--- config.mk ---
export PLATFORM = sky130hd
export DESIGN_NAME = hue_rotation_hsv_to_rgb
export DESIGN_NICKNAME = d
export VERILOG_FILES = /design/src/rtl/core/hrh_pkg.sv /design/src/rtl/core/hrh_coef.sv /design/src/rtl/core/hrh_lane.sv /design/src/rtl/core/hue_rotation_hsv_to_rgb.sv
export VERILOG_INCLUDE_DIRS = /design/src /design/src/rtl/core
export SDC_FILE = /design/constraint.sdc
export NUM_CORES = 1
export LEC_CHECK = 0
export ABC_AREA = 0
export BUFFER_PORTS_ARGS = -buffer_cell sky130_fd_sc_hd__buf_2
export CORE_MARGIN = 2
export CORE_UTILIZATION = 57
export CTS_CLUSTER_DIAMETER = 40
export CTS_CLUSTER_SIZE = 24
export DETAILED_ROUTE_END_ITERATION = 12
export HOLD_SLACK_MARGIN = 0.1
export PLACE_DENSITY = 0.75
export SKIP_LAST_GASP = 1
export SLEW_MARGIN = 30
export SYNTH_ARGS = -nofsm -noshare
export SYNTH_HDL_FRONTEND = slang
export SYNTH_SLANG_ARGS = --single-unit
export TNS_END_PERCENT = 5
--- constraint.sdc ---
create_clock -name clk -period 19.51 [get_ports clk]
set_clock_uncertainty 0.2 [all_clocks]
set_input_delay 2.9265 -clock clk [delete_from_list [all_inputs] [get_ports clk]]
set_output_delay 2.9265 -clock clk [all_outputs]
set_load 0.005 [all_outputs]
--- src/rtl/core/hue_rotation_hsv_to_rgb_macros.svh ---
// Assertion macros used by the top level of the colour engine RTL.
`ifndef HUE_ROTATION_HSV_TO_RGB_MACROS_SVH
`define HUE_ROTATION_HSV_TO_RGB_MACROS_SVH

// Same-cycle implication, checked on every rising edge outside reset.
`define HRH_ASSERT_IMPL(label, ante, cons, msg) \
    label: assert property (@(posedge clk) disable iff (!rst_n) (ante) |-> (cons)) \
        else $error(msg);

// Next-cycle implication, checked on every rising edge outside reset.
`define HRH_ASSERT_NEXT(label, ante, cons, msg) \
    label: assert property (@(posedge clk) disable iff (!rst_n) (ante) |=> (cons)) \
        else $error(msg);

`endif

--- src/rtl/core/hrh_pkg.sv ---
// Package of the colour engine: widths, constants, codes and shared types.
package hrh_pkg;

    localparam int HUE_W      = 9;
    localparam int PCT_W      = 7;
    localparam int RAMP_W     = 16;
    localparam int CHAN_W     = 8;
    localparam int M_W        = 15;
    localparam int K_W        = 13;
    localparam int ACC_W      = 28;
    localparam int CNT_W      = 4;
    localparam int NUM_LANES  = 4;
    localparam int IN_DATA_W  = 16;
    localparam int OUT_DATA_W = 56;
    localparam int CFG_IDX_W  = 2;
    localparam int CFG_DATA_W = 16;

    localparam logic [HUE_W-1:0] HUE_FULL  = 9'd360;
    localparam logic [HUE_W-1:0] HUE_STEP  = 9'd10;
    localparam logic [HUE_W-1:0] HUE_PIVOT = 9'd180;
    localparam logic [HUE_W-1:0] HUE_WRAP  = HUE_FULL - HUE_STEP;

    localparam logic [HUE_W-1:0] SEC_EDGE_1 = 9'd60;
    localparam logic [HUE_W-1:0] SEC_EDGE_2 = 9'd120;
    localparam logic [HUE_W-1:0] SEC_EDGE_3 = 9'd180;
    localparam logic [HUE_W-1:0] SEC_EDGE_4 = 9'd240;
    localparam logic [HUE_W-1:0] SEC_EDGE_5 = 9'd300;
    localparam logic [5:0]       SECTOR_DEG = 6'd60;

    localparam logic [PCT_W-1:0] PCT_FULL = 7'd100;
    localparam logic [K_W-1:0]   K_FULL   = 13'd6000;
    // Divisor 600000 (60 * 100 * 100) aligned to the top quotient bit.
    localparam logic [ACC_W-1:0] DIV_TOP  = 28'd76800000;

    localparam logic [CNT_W-1:0] MUL_LAST = 4'd12;
    localparam logic [CNT_W-1:0] DIV_LAST = 4'd7;

    localparam logic OP_START = 1'b0;
    localparam logic OP_TICK  = 1'b1;

    localparam logic [CFG_IDX_W-1:0] REG_SAT  = 2'd0;
    localparam logic [CFG_IDX_W-1:0] REG_VAL  = 2'd1;
    localparam logic [CFG_IDX_W-1:0] REG_RAMP = 2'd2;

    localparam int LANE_VV = 0;
    localparam int LANE_P  = 1;
    localparam int LANE_Q  = 2;
    localparam int LANE_T  = 3;

    typedef enum logic [2:0] {
        SEC_R_TO_Y,
        SEC_Y_TO_G,
        SEC_G_TO_C,
        SEC_C_TO_B,
        SEC_B_TO_M,
        SEC_M_TO_R
    } sector_t;

    typedef struct packed {
        sector_t                          sector;
        logic [M_W-1:0]                   m;
        logic [NUM_LANES-1:0][K_W-1:0]    k;
    } coef_t;

    typedef struct packed {
        logic load;
        logic mul;
        logic div;
    } lane_ctrl_t;

endpackage

--- src/rtl/core/hrh_coef.sv ---
// Coefficient stage: hue sector, clamped percentages and the four channel multipliers.
module hrh_coef
    import hrh_pkg::*;
(
    input  logic [HUE_W-1:0] hue,
    input  logic [PCT_W-1:0] sat,
    input  logic [PCT_W-1:0] val,
    output coef_t            coef
);

    logic [PCT_W-1:0] s;
    logic [PCT_W-1:0] v_c;
    logic [PCT_W-1:0] v;
    logic [HUE_W-1:0] base;
    sector_t          sec;
    logic [5:0]       r;
    logic [5:0]       r_inv;
    logic [K_W-1:0]   rs;
    logic [K_W-1:0]   rs_inv;
    logic [K_W-1:0]   kp;

    always_comb
    begin
        s   = (sat > PCT_FULL) ? PCT_FULL : sat;
        v_c = (val > PCT_FULL) ? PCT_FULL : val;
        // A zero value reads as full brightness.
        v   = (v_c == '0) ? PCT_FULL : v_c;

        priority if (hue >= SEC_EDGE_5)
        begin
            sec  = SEC_M_TO_R;
            base = SEC_EDGE_5;
        end
        else if (hue >= SEC_EDGE_4)
        begin
            sec  = SEC_B_TO_M;
            base = SEC_EDGE_4;
        end
        else if (hue >= SEC_EDGE_3)
        begin
            sec  = SEC_C_TO_B;
            base = SEC_EDGE_3;
        end
        else if (hue >= SEC_EDGE_2)
        begin
            sec  = SEC_G_TO_C;
            base = SEC_EDGE_2;
        end
        else if (hue >= SEC_EDGE_1)
        begin
            sec  = SEC_Y_TO_G;
            base = SEC_EDGE_1;
        end
        else
        begin
            sec  = SEC_R_TO_Y;
            base = '0;
        end

        r      = 6'(hue - base);
        r_inv  = SECTOR_DEG - r;
        rs     = K_W'(r) * K_W'(s);
        rs_inv = K_W'(r_inv) * K_W'(s);
        kp     = K_W'(PCT_FULL - s) * K_W'(SECTOR_DEG);

        // All channels share the denominator 600000, so each gets a numerator factor.
        coef.sector     = sec;
        coef.m          = {v, {CHAN_W{1'b0}}} - M_W'(v);
        coef.k[LANE_VV] = K_FULL;
        coef.k[LANE_P]  = kp;
        coef.k[LANE_Q]  = K_FULL - rs;
        coef.k[LANE_T]  = K_FULL - rs_inv;
    end

endmodule

--- src/rtl/core/hrh_lane.sv ---
// Bit-serial lane: shift-add multiply then restoring division by 600000.
module hrh_lane
    import hrh_pkg::*;
(
    input  logic              clk,
    input  logic              rst_n,
    input  lane_ctrl_t        ctrl,
    input  logic [M_W-1:0]    m,
    input  logic [K_W-1:0]    k,
    output logic [CHAN_W-1:0] q
);

    logic [M_W-1:0]    m_reg;
    logic [M_W-1:0]    m_next;
    logic [K_W-1:0]    k_reg;
    logic [K_W-1:0]    k_next;
    logic [ACC_W-1:0]  acc_reg;
    logic [ACC_W-1:0]  acc_next;
    logic [CHAN_W-1:0] q_reg;
    logic [CHAN_W-1:0] q_next;
    logic [ACC_W-1:0]  diff;

    always_comb
    begin
        m_next   = m_reg;
        k_next   = k_reg;
        acc_next = acc_reg;
        q_next   = q_reg;
        diff     = acc_reg - DIV_TOP;
        if (ctrl.load)
        begin
            m_next   = m;
            k_next   = k;
            acc_next = '0;
            q_next   = '0;
        end
        else if (ctrl.mul)
        begin
            // Multiplier bits enter from the top, one per cycle.
            acc_next = {acc_reg[ACC_W-2:0], 1'b0}
                     + (k_reg[K_W-1] ? ACC_W'(m_reg) : '0);
            k_next   = {k_reg[K_W-2:0], 1'b0};
        end
        else if (ctrl.div)
        begin
            // The remainder stays below twice the aligned divisor, so one compare suffices.
            if (acc_reg >= DIV_TOP)
            begin
                acc_next = {diff[ACC_W-2:0], 1'b0};
                q_next   = {q_reg[CHAN_W-2:0], 1'b1};
            end
            else
            begin
                acc_next = {acc_reg[ACC_W-2:0], 1'b0};
                q_next   = {q_reg[CHAN_W-2:0], 1'b0};
            end
        end
    end

    always_ff @(posedge clk or negedge rst_n)
    begin
        if (!rst_n)
        begin
            m_reg   <= '0;
            k_reg   <= '0;
            acc_reg <= '0;
            q_reg   <= '0;
        end
        else
        begin
            m_reg   <= m_next;
            k_reg   <= k_next;
            acc_reg <= acc_next;
            q_reg   <= q_next;
        end
    end

    assign q = q_reg;

endmodule

--- src/rtl/core/hue_rotation_hsv_to_rgb.sv ---
// Top level of the hue-cycling colour engine with HSV to RGB conversion.
//
// Input beats arrive on s_axis: tuser carries the operation (start or tick) and
// tdata the start hue in degrees. A start beat sets the fade direction from its
// hue and yields that hue's colour with a ramp time of zero. A tick beat steps the
// running hue by ten degrees up or down, wrapping at 360, and yields its colour
// with the configured ramp period. A tick before any start yields no beat.
// Result beats leave on m_axis carrying red, green, blue, ramp_ms and shown_hue.
// The cfg port writes saturation, value and ramp period; the user must write them
// only while the block is idle, which the block itself does not enforce.
// Each item passes through the states S_IDLE, in which the beat is accepted,
// S_SETUP, in which the lanes load the coefficients, S_MUL for the bit-serial
// multiply, S_DIV for the bit-serial divide by 600000 and S_DONE, which loads
// the output register. The result appears there as the block returns to S_IDLE,
// ready for the next beat. A tick before any start is taken and dropped while
// the block stays idle. The output register parts the two sides, so a new beat
// is taken while a result waits; a finished item holds in its last step until
// that register is free.
// Reset clears the fade state and loads saturation and value with 100 and the
// ramp period with zero; no result is pending afterwards.
module hue_rotation_hsv_to_rgb
    import hrh_pkg::*;
(
    input  logic                  clk,
    input  logic                  rst_n,
    input  logic                  s_axis_tvalid,
    output logic                  s_axis_tready,
    input  logic [IN_DATA_W-1:0]  s_axis_tdata,   // [8:0] hue
    input  logic                  s_axis_tuser,   // [0] op
    output logic                  m_axis_tvalid,
    input  logic                  m_axis_tready,
    // [7:0] red, [15:8] green, [23:16] blue, [39:24] ramp_ms, [48:40] shown_hue
    output logic [OUT_DATA_W-1:0] m_axis_tdata,
    input  logic                  cfg_we,
    input  logic [CFG_IDX_W-1:0]  cfg_index,
    input  logic [CFG_DATA_W-1:0] cfg_data
);

`include "hue_rotation_hsv_to_rgb_macros.svh"

    typedef enum logic [2:0] {
        S_IDLE,
        S_SETUP,
        S_MUL,
        S_DIV,
        S_DONE
    } state_t;

    localparam int PAD_W = OUT_DATA_W - 3 * CHAN_W - RAMP_W - HUE_W;

    state_t                state_reg;
    state_t                state_next;
    logic [CNT_W-1:0]      cnt_reg;
    logic [CNT_W-1:0]      cnt_next;
    logic [PCT_W-1:0]      sat_reg;
    logic [PCT_W-1:0]      val_reg;
    logic [RAMP_W-1:0]     ramp_reg;
    logic [HUE_W-1:0]      running_hue_reg;
    logic [HUE_W-1:0]      running_hue_next;
    logic                  rotate_up_reg;
    logic                  rotate_up_next;
    logic                  started_reg;
    logic                  started_next;
    logic [HUE_W-1:0]      conv_hue_reg;
    logic [HUE_W-1:0]      conv_hue_next;
    logic [RAMP_W-1:0]     conv_ramp_reg;
    logic [RAMP_W-1:0]     conv_ramp_next;
    logic                  out_valid_reg;
    logic                  out_valid_next;
    logic [OUT_DATA_W-1:0] out_data_reg;
    logic [OUT_DATA_W-1:0] out_data_next;

    logic                  accept;
    logic                  early_tick;
    logic [HUE_W-1:0]      in_hue;
    logic [HUE_W-1:0]      start_hue;
    logic [HUE_W-1:0]      step_hue;
    coef_t                 coef;
    lane_ctrl_t            lane_ctrl;
    logic [NUM_LANES-1:0][CHAN_W-1:0] lane_q;
    logic [CHAN_W-1:0]     red;
    logic [CHAN_W-1:0]     green;
    logic [CHAN_W-1:0]     blue;

    hrh_coef u_coef
    (
        .hue  (conv_hue_reg),
        .sat  (sat_reg),
        .val  (val_reg),
        .coef (coef)
    );

    assign lane_ctrl.load = (state_reg == S_SETUP);
    assign lane_ctrl.mul  = (state_reg == S_MUL);
    assign lane_ctrl.div  = (state_reg == S_DIV);

    for (genvar i = 0; i < NUM_LANES; i++)
    begin : g_lane
        hrh_lane u_lane
        (
            .clk   (clk),
            .rst_n (rst_n),
            .ctrl  (lane_ctrl),
            .m     (coef.m),
            .k     (coef.k[i]),
            .q     (lane_q[i])
        );
    end

    // Configuration registers; an unused index is ignored.
    always_ff @(posedge clk or negedge rst_n)
    begin
        if (!rst_n)
        begin
            sat_reg  <= PCT_FULL;
            val_reg  <= PCT_FULL;
            ramp_reg <= '0;
        end
        else if (cfg_we)
        begin
            if (cfg_index == REG_SAT)
            begin
                sat_reg <= cfg_data[PCT_W-1:0];
            end
            if (cfg_index == REG_VAL)
            begin
                val_reg <= cfg_data[PCT_W-1:0];
            end
            if (cfg_index == REG_RAMP)
            begin
                ramp_reg <= cfg_data[RAMP_W-1:0];
            end
        end
    end

    assign s_axis_tready = (state_reg == S_IDLE);
    assign accept        = s_axis_tvalid && s_axis_tready;
    assign early_tick    = accept && (s_axis_tuser == OP_TICK) && !started_reg;
    assign in_hue        = s_axis_tdata[HUE_W-1:0];

    always_comb
    begin
        // Out-of-range start hues are folded back into one turn.
        start_hue = (in_hue >= HUE_FULL) ? (in_hue - HUE_FULL) : in_hue;
        if (rotate_up_reg)
        begin
            step_hue = (running_hue_reg >= HUE_WRAP) ? (running_hue_reg - HUE_WRAP)
                                                     : (running_hue_reg + HUE_STEP);
        end
        else
        begin
            step_hue = (running_hue_reg < HUE_STEP) ? (running_hue_reg + HUE_WRAP)
                                                    : (running_hue_reg - HUE_STEP);
        end
    end

    // Channel routing per hue sector.
    always_comb
    begin
        unique case (coef.sector)
            SEC_R_TO_Y:
            begin
                red = lane_q[LANE_VV]; green = lane_q[LANE_T]; blue = lane_q[LANE_P];
            end
            SEC_Y_TO_G:
            begin
                red = lane_q[LANE_Q]; green = lane_q[LANE_VV]; blue = lane_q[LANE_P];
            end
            SEC_G_TO_C:
            begin
                red = lane_q[LANE_P]; green = lane_q[LANE_VV]; blue = lane_q[LANE_T];
            end
            SEC_C_TO_B:
            begin
                red = lane_q[LANE_P]; green = lane_q[LANE_Q]; blue = lane_q[LANE_VV];
            end
            SEC_B_TO_M:
            begin
                red = lane_q[LANE_T]; green = lane_q[LANE_P]; blue = lane_q[LANE_VV];
            end
            default:
            begin
                red = lane_q[LANE_VV]; green = lane_q[LANE_P]; blue = lane_q[LANE_Q];
            end
        endcase
    end

    always_comb
    begin
        state_next       = state_reg;
        cnt_next         = cnt_reg;
        running_hue_next = running_hue_reg;
        rotate_up_next   = rotate_up_reg;
        started_next     = started_reg;
        conv_hue_next    = conv_hue_reg;
        conv_ramp_next   = conv_ramp_reg;
        out_valid_next   = out_valid_reg;
        out_data_next    = out_data_reg;

        if (out_valid_reg && m_axis_tready)
        begin
            out_valid_next = 1'b0;
        end

        unique case (state_reg)
            S_IDLE:
            begin
                if (accept)
                begin
                    if (s_axis_tuser == OP_START)
                    begin
                        // A start keeps the running hue and shows its own hue.
                        rotate_up_next = (start_hue > HUE_PIVOT);
                        started_next   = 1'b1;
                        conv_hue_next  = start_hue;
                        conv_ramp_next = '0;
                        state_next     = S_SETUP;
                    end
                    else if (started_reg)
                    begin
                        running_hue_next = step_hue;
                        conv_hue_next    = step_hue;
                        conv_ramp_next   = ramp_reg;
                        state_next       = S_SETUP;
                    end
                end
            end
            S_SETUP:
            begin
                cnt_next   = '0;
                state_next = S_MUL;
            end
            S_MUL:
            begin
                if (cnt_reg == MUL_LAST)
                begin
                    cnt_next   = '0;
                    state_next = S_DIV;
                end
                else
                begin
                    cnt_next = cnt_reg + 1'b1;
                end
            end
            S_DIV:
            begin
                if (cnt_reg == DIV_LAST)
                begin
                    state_next = S_DONE;
                end
                else
                begin
                    cnt_next = cnt_reg + 1'b1;
                end
            end
            S_DONE:
            begin
                if (!out_valid_reg || m_axis_tready)
                begin
                    out_valid_next = 1'b1;
                    out_data_next  = {{PAD_W{1'b0}}, conv_hue_reg, conv_ramp_reg,
                                      blue, green, red};
                    state_next     = S_IDLE;
                end
            end
            default:
            begin
                state_next = S_IDLE;
            end
        endcase
    end

    always_ff @(posedge clk or negedge rst_n)
    begin
        if (!rst_n)
        begin
            state_reg       <= S_IDLE;
            cnt_reg         <= '0;
            running_hue_reg <= '0;
            rotate_up_reg   <= 1'b0;
            started_reg     <= 1'b0;
            conv_hue_reg    <= '0;
            conv_ramp_reg   <= '0;
            out_valid_reg   <= 1'b0;
            out_data_reg    <= '0;
        end
        else
        begin
            state_reg       <= state_next;
            cnt_reg         <= cnt_next;
            running_hue_reg <= running_hue_next;
            rotate_up_reg   <= rotate_up_next;
            started_reg     <= started_next;
            conv_hue_reg    <= conv_hue_next;
            conv_ramp_reg   <= conv_ramp_next;
            out_valid_reg   <= out_valid_next;
            out_data_reg    <= out_data_next;
        end
    end

    assign m_axis_tvalid = out_valid_reg;
    assign m_axis_tdata  = out_data_reg;

    // A tick taken before any start leaves the block idle.
    `HRH_ASSERT_NEXT(a_early_tick_idle, early_tick, state_reg == S_IDLE, "early tick started work")
    // Once started, the fade stays started.
    `HRH_ASSERT_NEXT(a_started_sticky, started_reg, started_reg, "started flag cleared")
    // The running hue stays within one turn.
    `HRH_ASSERT_IMPL(a_hue_range, 1'b1, running_hue_reg < HUE_FULL, "running hue out of range")
    // A result appears only out of the final step.
    `HRH_ASSERT_IMPL(a_valid_source, $rose(out_valid_reg), $past(state_reg == S_DONE), "stray result")

endmodule

==> key figures, run 1 <==
Timing
  • Hold Violations, Final: 0
  • Tmin final: between 8 and 9 ns
  • Worst slew pin tran: 1.02 ns
  • Fmax: 123 MHz
  • Fin crit share: between 40% and 50%
  • Slew headroom: about a third
  • Final setup violating endpoints: 0
  • Slew Limit Fails: 0
  • Setup TNS: 0 ns
  • RSZ-0062 raised after global routing: false

Floorplanning
  • Core Footprint: approximately 0.040 mm²
  • Die area: approximately 0.042 mm²
  • Initial Utilization: 57.9%
  • Die Span X: between 200 and 250 µm
  • I/O Pins: 98
  • Rows: 73
  • Die height: 205 µm

Detailed routing
  • DR pass1 iterations: 7
  • DR iter-0 viols: ~1.5k
  • DR vias/cell: between 6 and 7
  • Drc violations: 0
  • ANT nets after route: 0
  • WL final: 58000 µm
  • DR vias: 19.4k
  • Avg WL per Cell: 18.2 µm

Layout
  • Area Growth Syn to Fin: 11.5%
  • NumNets Final: 2862
  • Sequential Area: 0.00817 mm²
  • Max FFs per register: 112
  • Layout fillers: 3310
  • Ant. Diodes: 0
  • Multi-input logic area: 0.0138 mm²
  • Share of layout cells above drive strength 1: between 10% and 20%

CTS
  • PostCTS Resize Cnt: 0
  • # hold bufs at CTS: 0
  • # Post-CTS Setup Buffers: 0
  • CTS max path bufs: 3
  • Clock Latency Late Sink: 0.62 ns
  • H-Tree Depth: 2
  • Clock Pin Slew Worst Setup and Hold Paths: 0.06 ns
  • Root Buffer Master: clkbuf_16
  • TritonCTS Buffers: 54
  • Clock sinks: 326
  • CTS tree: yes

Logic synthesis
  • Gate Count Post-Synth: 2600
  • Combinational family with the most area after synthesis: compound AO/OA/AOI/OAI gates
  • Yosys cell types: 96
  • Ys async rst share: 100%
  • Adder-cell share of the synthesized area: roughly an eighth
  • Post-synthesis sequential area ratio: 35.4%
  • XOR/XNOR share of the synthesized area: 5.03%
  • Yosys warns: 0
  • Synthesized flop and latch total: 326
  • Compound-cell area share of the yosys netlist: between 20% and 30%
  • Cell area after synthesis: about 0.023 mm²
  • Post-Synth Simple-Gate Area: 17.4%
  • Syn_area_per_cell: between 8 and 9 µm²
  • Synth Flop Type: dfrtp_1
  • Post-synth EDFFs: 0
  • Multiplexer area fraction after synthesis: 4.18%

Run
  • Maxcap violations: 0

Global route
  • First-pass GRT wire length: 95500 µm
  • Vias in the first global route: approximately 19k
  • Pin count of the biggest net entering global routing: 106
  • Initial antenna violation count: 0
  • Gr usage total: between 20 and 30%
  • Grt ovf: 0

Critical path
  • Most used cell, CP: fa_1
  • Crit-path max cell delay: 0.85 ns
  • CP bufs+invs: 4
  • Critical path's slowest cell: nor4_2
  • Worst EP required: 19.80 ns
  • RR Startpoint: conv_hue_reg[5]$_DFFE_PN0P_
  • Crit path DAT: approximately 8.4 ns
  • Crit end category: flip-flop
  • Largest delay share family, worst path: adder cells
  • Crit Path Category: reg2reg
  • Crit-path max FO: 13
  • Worst setup path startpoint: conv_hue_reg[5]$_DFFE_PN0P_
  • Critical path launch point type: flip-flop

Placed design
  • I/O Buffers: just over 80
  • GPL Wtd Cong: between 0.8 and 0.9
  • DP HPWL: ~39000 µm

Status
  • Status: complete, no violations

Min path
  • HP Class: reg2reg
  • Hold Startpoint: started_reg$_DFFE_PN0P_
==> cells by family after synthesis <==
kind of cell / Yosys count
buf+inv: 292
compound gates: 706
mux: 89
simple gates: 853
flops: 326
xor+xnor: 129
fa+ha+maj: 203
other cells: 2
==> cell usage after synthesis (19+ instances only) <==
cell type / instances / area share [%]
xor2_1: 63 / 2.4
nor2_1: 191 / 3.1
and2_1: 76 / 2.1
nand3_1: 73 / 1.6
inv_1: 141 / 2.3
and3_1: 29 / 0.79
a31oi_1: 28 / 0.76
nor3_1: 38 / 0.83
ha_1: 146 / 7.9
a21oi_1: 115 / 2.5
a22o_1: 70 / 2.7
o21ai_0: 227 / 4.9
nor2b_1: 19 / 0.52
dfrtp_1: 320 / 35
clkbuf_1: 117 / 1.9
nand2b_1: 30 / 0.81
a22oi_1: 41 / 1.3
xnor2_1: 63 / 2.4
nand2_1: 317 / 5.2
fa_1: 56 / 4.9
mux2_2: 56 / 2.7
a21o_1: 24 / 0.78
mux2i_1: 32 / 1.4
==> worst reg2reg max path, cell delays in order, from the launching register on <==
cell and delay (ns):
dfrtp_1 0.62, and4_4 0.33, nor4_4 0.04, buf_4 0.21, nor4_2 0.85, nor2_1 0.08
nor2_1 0.16, ha_1 0.21, fa_1 0.19, xor2_1 0.75, nor4_1 0.11, xnor3_2 0.55
nor2_1 0.10, ha_1 0.35, fa_1 0.54, inv_1 0.05, fa_1 0.53, inv_1 0.06
fa_1 0.53, inv_1 0.04, ha_1 0.33, nor2b_1 0.14, o21ai_0 0.22, a21boi_0 0.19
a31oi_1 0.23, xor2_1 0.28, a21oi_1 0.11
==> layout by cell type (no fill, tap or decap), drive strengths merged, types with 29 or more instances in the layout <==
cell	count
a22oi	41
and2	77
fa	56
mux2i	32
nor3	39
xor2	64
nand2	318
ha	146
a21oi	115
a31oi	29
clkbuf	65
o21ai	243
nor2	191
dfrtp	320
a22o	70
inv	156
mux2	57
nand3	73
buf	106
nand2b	30
xnor2	64
and3	29
==> metal layers <==
metal / up-vias / wire (µm) / global-route usage [%]
met5: - / 0 / 0
met1: 9496 / 25400 / 37.6
met4: 0 / 1760 / 10.7
met2: 599 / 27300 / 45.1
li1: 9220 / - / -
met3: 112 / 3510 / 4.53
==> per-stage QoR <==
stage / hold slack (ns) / area (µm²) / utilization, % / std cells / setup slack, ns
finish: 0.268 / 25700 / 64.5 / 3190 / 11.40
global route: 0.299 / 25700 / 64.5 / 3190 / 11.01
CTS: 0.271 / 25600 / 64.4 / 3189 / 11.56
detailed placement: 0.255 / 23700 / 59.6 / 3088 / 11.61
global placement: 0.240 / 23700 / 59.6 / 3088 / 11.78
floorplan: 0.224 / 23100 / - / 2609 / 12.77
==> area by class of cell <==
type                       count  share of cell area, %
multi-input combinational   1991                   53.7
sequential                   326                   31.8
clock buffer                  65                   5.70
tap                          525                   2.56
timing repair buffer         106                   2.46
inverter                     141                   2.06
clock inverter                36                   1.69
==> worst paths after layout <==
check	endpoint	slack, ns	cells after the start
max in group asynchronous	g_lane[2].u_lane.k_reg[11]$_DFFE_PN0N_	15.75	2
setup reg to reg	g_lane[3].u_lane.k_reg[12]$_DFFE_PN0N_	11.40	26
setup / recovery	g_lane[3].u_lane.k_reg[12]$_DFFE_PN0N_	11.40	26
hold reg to reg	started_reg$_DFFE_PN0P_	0.27	2
min in group asynchronous	g_lane[2].u_lane.acc_reg[19]$_DFFE_PN0P_	2.19	1
hold / removal	started_reg$_DFFE_PN0P_	0.27	2
Power of run 1 is not shown: default switching activity piles up to over one toggle a cycle in this logic, so the estimate is an artifact.
==> run 2, diff against run 1 <==
Settings changed: ABC_AREA 0 to 1.
Clock period 19.51 ns to 8.5 ns, I/O delays scaled along.
==> run 2 against run 1 <==
Against the previous run: non-clock buffer count is 7 lower; global-route usage down 0.32 points; routed wire length rose by 2.1%; synthesized area grew 2.1%; sequential cell count unchanged; largest cell class unchanged; setup slack worse by 10 ns; critical endpoint unchanged; cell count is 20% higher; die area increased by 2.0%; maximum frequency increased by 9.8%.
==> key figures, run 2 <==
CTS
  • Clock sinks: 326 (unchanged)
  • PostCTS Resize Cnt: 0 (unchanged)
  • Clock Pin Slew Worst Setup and Hold Paths: 0.06 ns (about the same)
  • CTS max path bufs: 3 (unchanged)
  • TritonCTS Buffers: 57 (+5.6%)
  • Clock Latency Late Sink: 0.62 ns (about the same)
  • H-Tree Depth: 2 (unchanged)
  • CTS tree: yes
  • Root Buffer Master: clkbuf_16
  • # Post-CTS Setup Buffers: 0 (unchanged)
  • # hold bufs at CTS: 0 (unchanged)

Floorplanning
  • I/O Pins: 98 (unchanged)
  • Die area: 0.0429 mm² (+2.0%)
  • Rows: 74 (+1.4%)
  • Core Footprint: 0.0407 mm² (+2.3%)
  • Die Span X: 207 µm (+1.0%)
  • Die height: 207 µm (+1.0%)
  • Initial Utilization: 57.7% (-0.13 points)

Detailed routing
  • DR vias: 21.4k (+10%)
  • ANT nets after route: 0 (unchanged)
  • DR pass1 iterations: 7 (unchanged)
  • Avg WL per Cell: 15.5 µm (-15%)
  • WL final: 59200 µm (+2.1%)
  • DR vias/cell: 5.60 (-8.0%)
  • DR iter-0 viols: 1606 (+5.9%)
  • Drc violations: 0 (unchanged)

Critical path
  • Most used cell, CP: nand2_1
  • Crit-path max FO: 8 (-5)
  • Largest delay share family, worst path: adder cells
  • Crit path DAT: 7.66 ns (-0.74 ns)
  • Critical path launch point type: flip-flop
  • Crit end category: flip-flop
  • Crit Path Category: reg2reg
  • Worst setup path startpoint: conv_hue_reg[5]$_DFFE_PN0P_
  • CP bufs+invs: 7 (+3)
  • Critical path's slowest cell: xnor2_1
  • Crit-path max cell delay: 0.74 ns (-0.11 ns)
  • Worst EP required: 8.78 ns (-11.02 ns)
  • RR Startpoint: conv_hue_reg[5]$_DFFE_PN0P_

Layout
  • Max FFs per register: 112 (unchanged)
  • Area Growth Syn to Fin: 12.3%
  • Most common cell after layout, fill and taps aside: nand2_1
  • Most frequent cells in the layout: 791 x nand2_1, 499 x inv_1, 320 x dfrtp_1, 222 x o21ai_0, 196 x nor2_1
  • Share of layout cells above drive strength 1: 9.97% (-1.4 points)
  • NumNets Final: 3474 (+21%)
  • Ant. Diodes: 0 (unchanged)

Global route
  • Vias in the first global route: 20.6k (+9.0%)
  • First-pass GRT wire length: 99500 µm (+4.2%)
  • Pin count of the biggest net entering global routing: 137 (+29%)
  • Gr usage total: 27.6% (-0.32 points)
  • Initial antenna violation count: 0 (unchanged)
  • Grt ovf: 0 (unchanged)

Logic synthesis
  • Synth Flop Type: dfrtp_1
  • Yosys top cell area share: 34.0% (-0.70 points)
  • Most common cell in the synthesized netlist: nand2_1
  • Gate Count Post-Synth: 3174 (+22%)
  • Synth cell count leaders: 791 x nand2_1, 500 x inv_1, 320 x dfrtp_1, 222 x o21ai_0, 199 x nor2_1
  • Cell area after synthesis: 0.0235 mm² (+2.1%)
  • Ys async rst share: 100% (unchanged)
  • Yosys cell types: 67 (-30%)
  • Post-synthesis sequential area ratio: 34.7% (-0.72 points)
  • Syn_area_per_cell: 7.41 µm² (-16%)
  • Post-synth top area cell: dfrtp_1
  • Synthesized flop and latch total: 326 (unchanged)
  • Yosys warns: 0 (unchanged)
  • Ranking of synthesized cells by area: dfrtp_1 34%, nand2_1 13%, inv_1 8.0%
  • Post-synth EDFFs: 0 (unchanged)

Timing
  • Fin crit share: 86.9% (+45 points)
  • Fmax: 135 MHz (+9.8%)
  • Hold Violations, Final: 0 (unchanged)
  • Hold WS: 0.260 ns (-0.00820 ns)
  • RSZ-0062 raised after global routing: false
  • Slew Limit Fails: 0 (unchanged)
  • Final setup violating endpoints: 0 (unchanged)
  • Setup TNS: 0 ns (unchanged)
  • Slew headroom: 33.1% (+1.5 points)
  • Worst slew pin tran: 1.00 ns (-0.0145 ns)
  • Tmin final: 7.38 ns (-0.726 ns)

Min path
  • Hold Startpoint: g_lane[2].u_lane.k_reg[5]$_DFFE_PN0N_
  • HP Class: reg2reg

Placed design
  • GPL Wtd Cong: 0.949 (+8.1%)
  • DP HPWL: 40800 µm (+3.5%)
  • I/O Buffers: 83 (unchanged)

Status
  • Status: complete, no violations

Run
  • Maxcap violations: 0 (unchanged)
[run 2: cell types whose count changed after synthesis, sizes merged, moves of 32 or more]
cell and change:
clkbuf -64, mux2i -32, a22o -67, mux2 -57, nand3 +90, xnor2 -57
o22ai +76, inv +373, a21oi +43, and2 -77, nand2 +503
[run 2: worst register-to-register path: cells and delay by family, from the launching register on]
family / cells / cell delay (ns)
fa+ha+maj: 6 / 2.63
simple gates: 15 / 2.06
compound gates: 1 / 0.26
xor+xnor: 2 / 0.92
flops: 1 / 0.42
buf+inv: 7 / 0.71
[run 2: layout make-up]
class	count	area, µm²
Fill cell	3609	14300
Multi-Input combinational cell	2232	13000
Sequential cell	326	8170
Inverter	516	1940
Clock buffer	61	1470
Tap cell	532	666
Clock inverter	47	617
Timing Repair Buffer	99	582
[run 2: final timing paths]
kind                                                            end  slack, ns  cells after the start
hold / removal                g_lane[2].u_lane.k_reg[6]$_DFFE_PN0N_       0.26                      2
setup reg to reg             g_lane[3].u_lane.k_reg[12]$_DFFE_PN0N_       1.12                     31
max in group asynchronous  g_lane[0].u_lane.acc_reg[19]$_DFFE_PN0P_       6.60                      2
setup / recovery             g_lane[3].u_lane.k_reg[12]$_DFFE_PN0N_       1.12                     31
min in group asynchronous         g_lane[0].u_lane.q[3]$_DFFE_PN0P_       0.35                      1
hold reg to reg               g_lane[2].u_lane.k_reg[6]$_DFFE_PN0N_       0.26                      2
[run 2: kinds of logic after synthesis]
group | synth area share (%)
AO/OA/AOI/OAI | 16.8
XOR/XNOR | 1.94
adder cells (fa/ha/maj) | 12.5
buffers and inverters | 10.4
flip-flops | 34.7
other | 0.0319
AND/OR/NAND/NOR | 23.5
[run 2: per-stage QoR]
step                      worst slack (ns)  instance area (µm²)  utilization (%)  std cells
final                                 1.12                26400             64.8       3813
after global routing                 0.507                26400             64.8       3813
after CTS                             1.25                26400             64.8       3812
after detailed placement              1.31                24300             59.6       3704
after global placement                1.38                24300             59.6       3704
after floorplan                       2.41                23600                -       3183
[run 2: routing by layer]
layer / vias up / GRT usage (%) / wire, µm
li1: 10494 / - / -
met1: 10207 / 36.6 / 26200
met2: 553 / 46.4 / 28300
met3: 116 / 4.05 / 3130
met4: 0 / 9.14 / 1550
met5: - / 0 / 0
Power of run 2 is left out for the same reason.
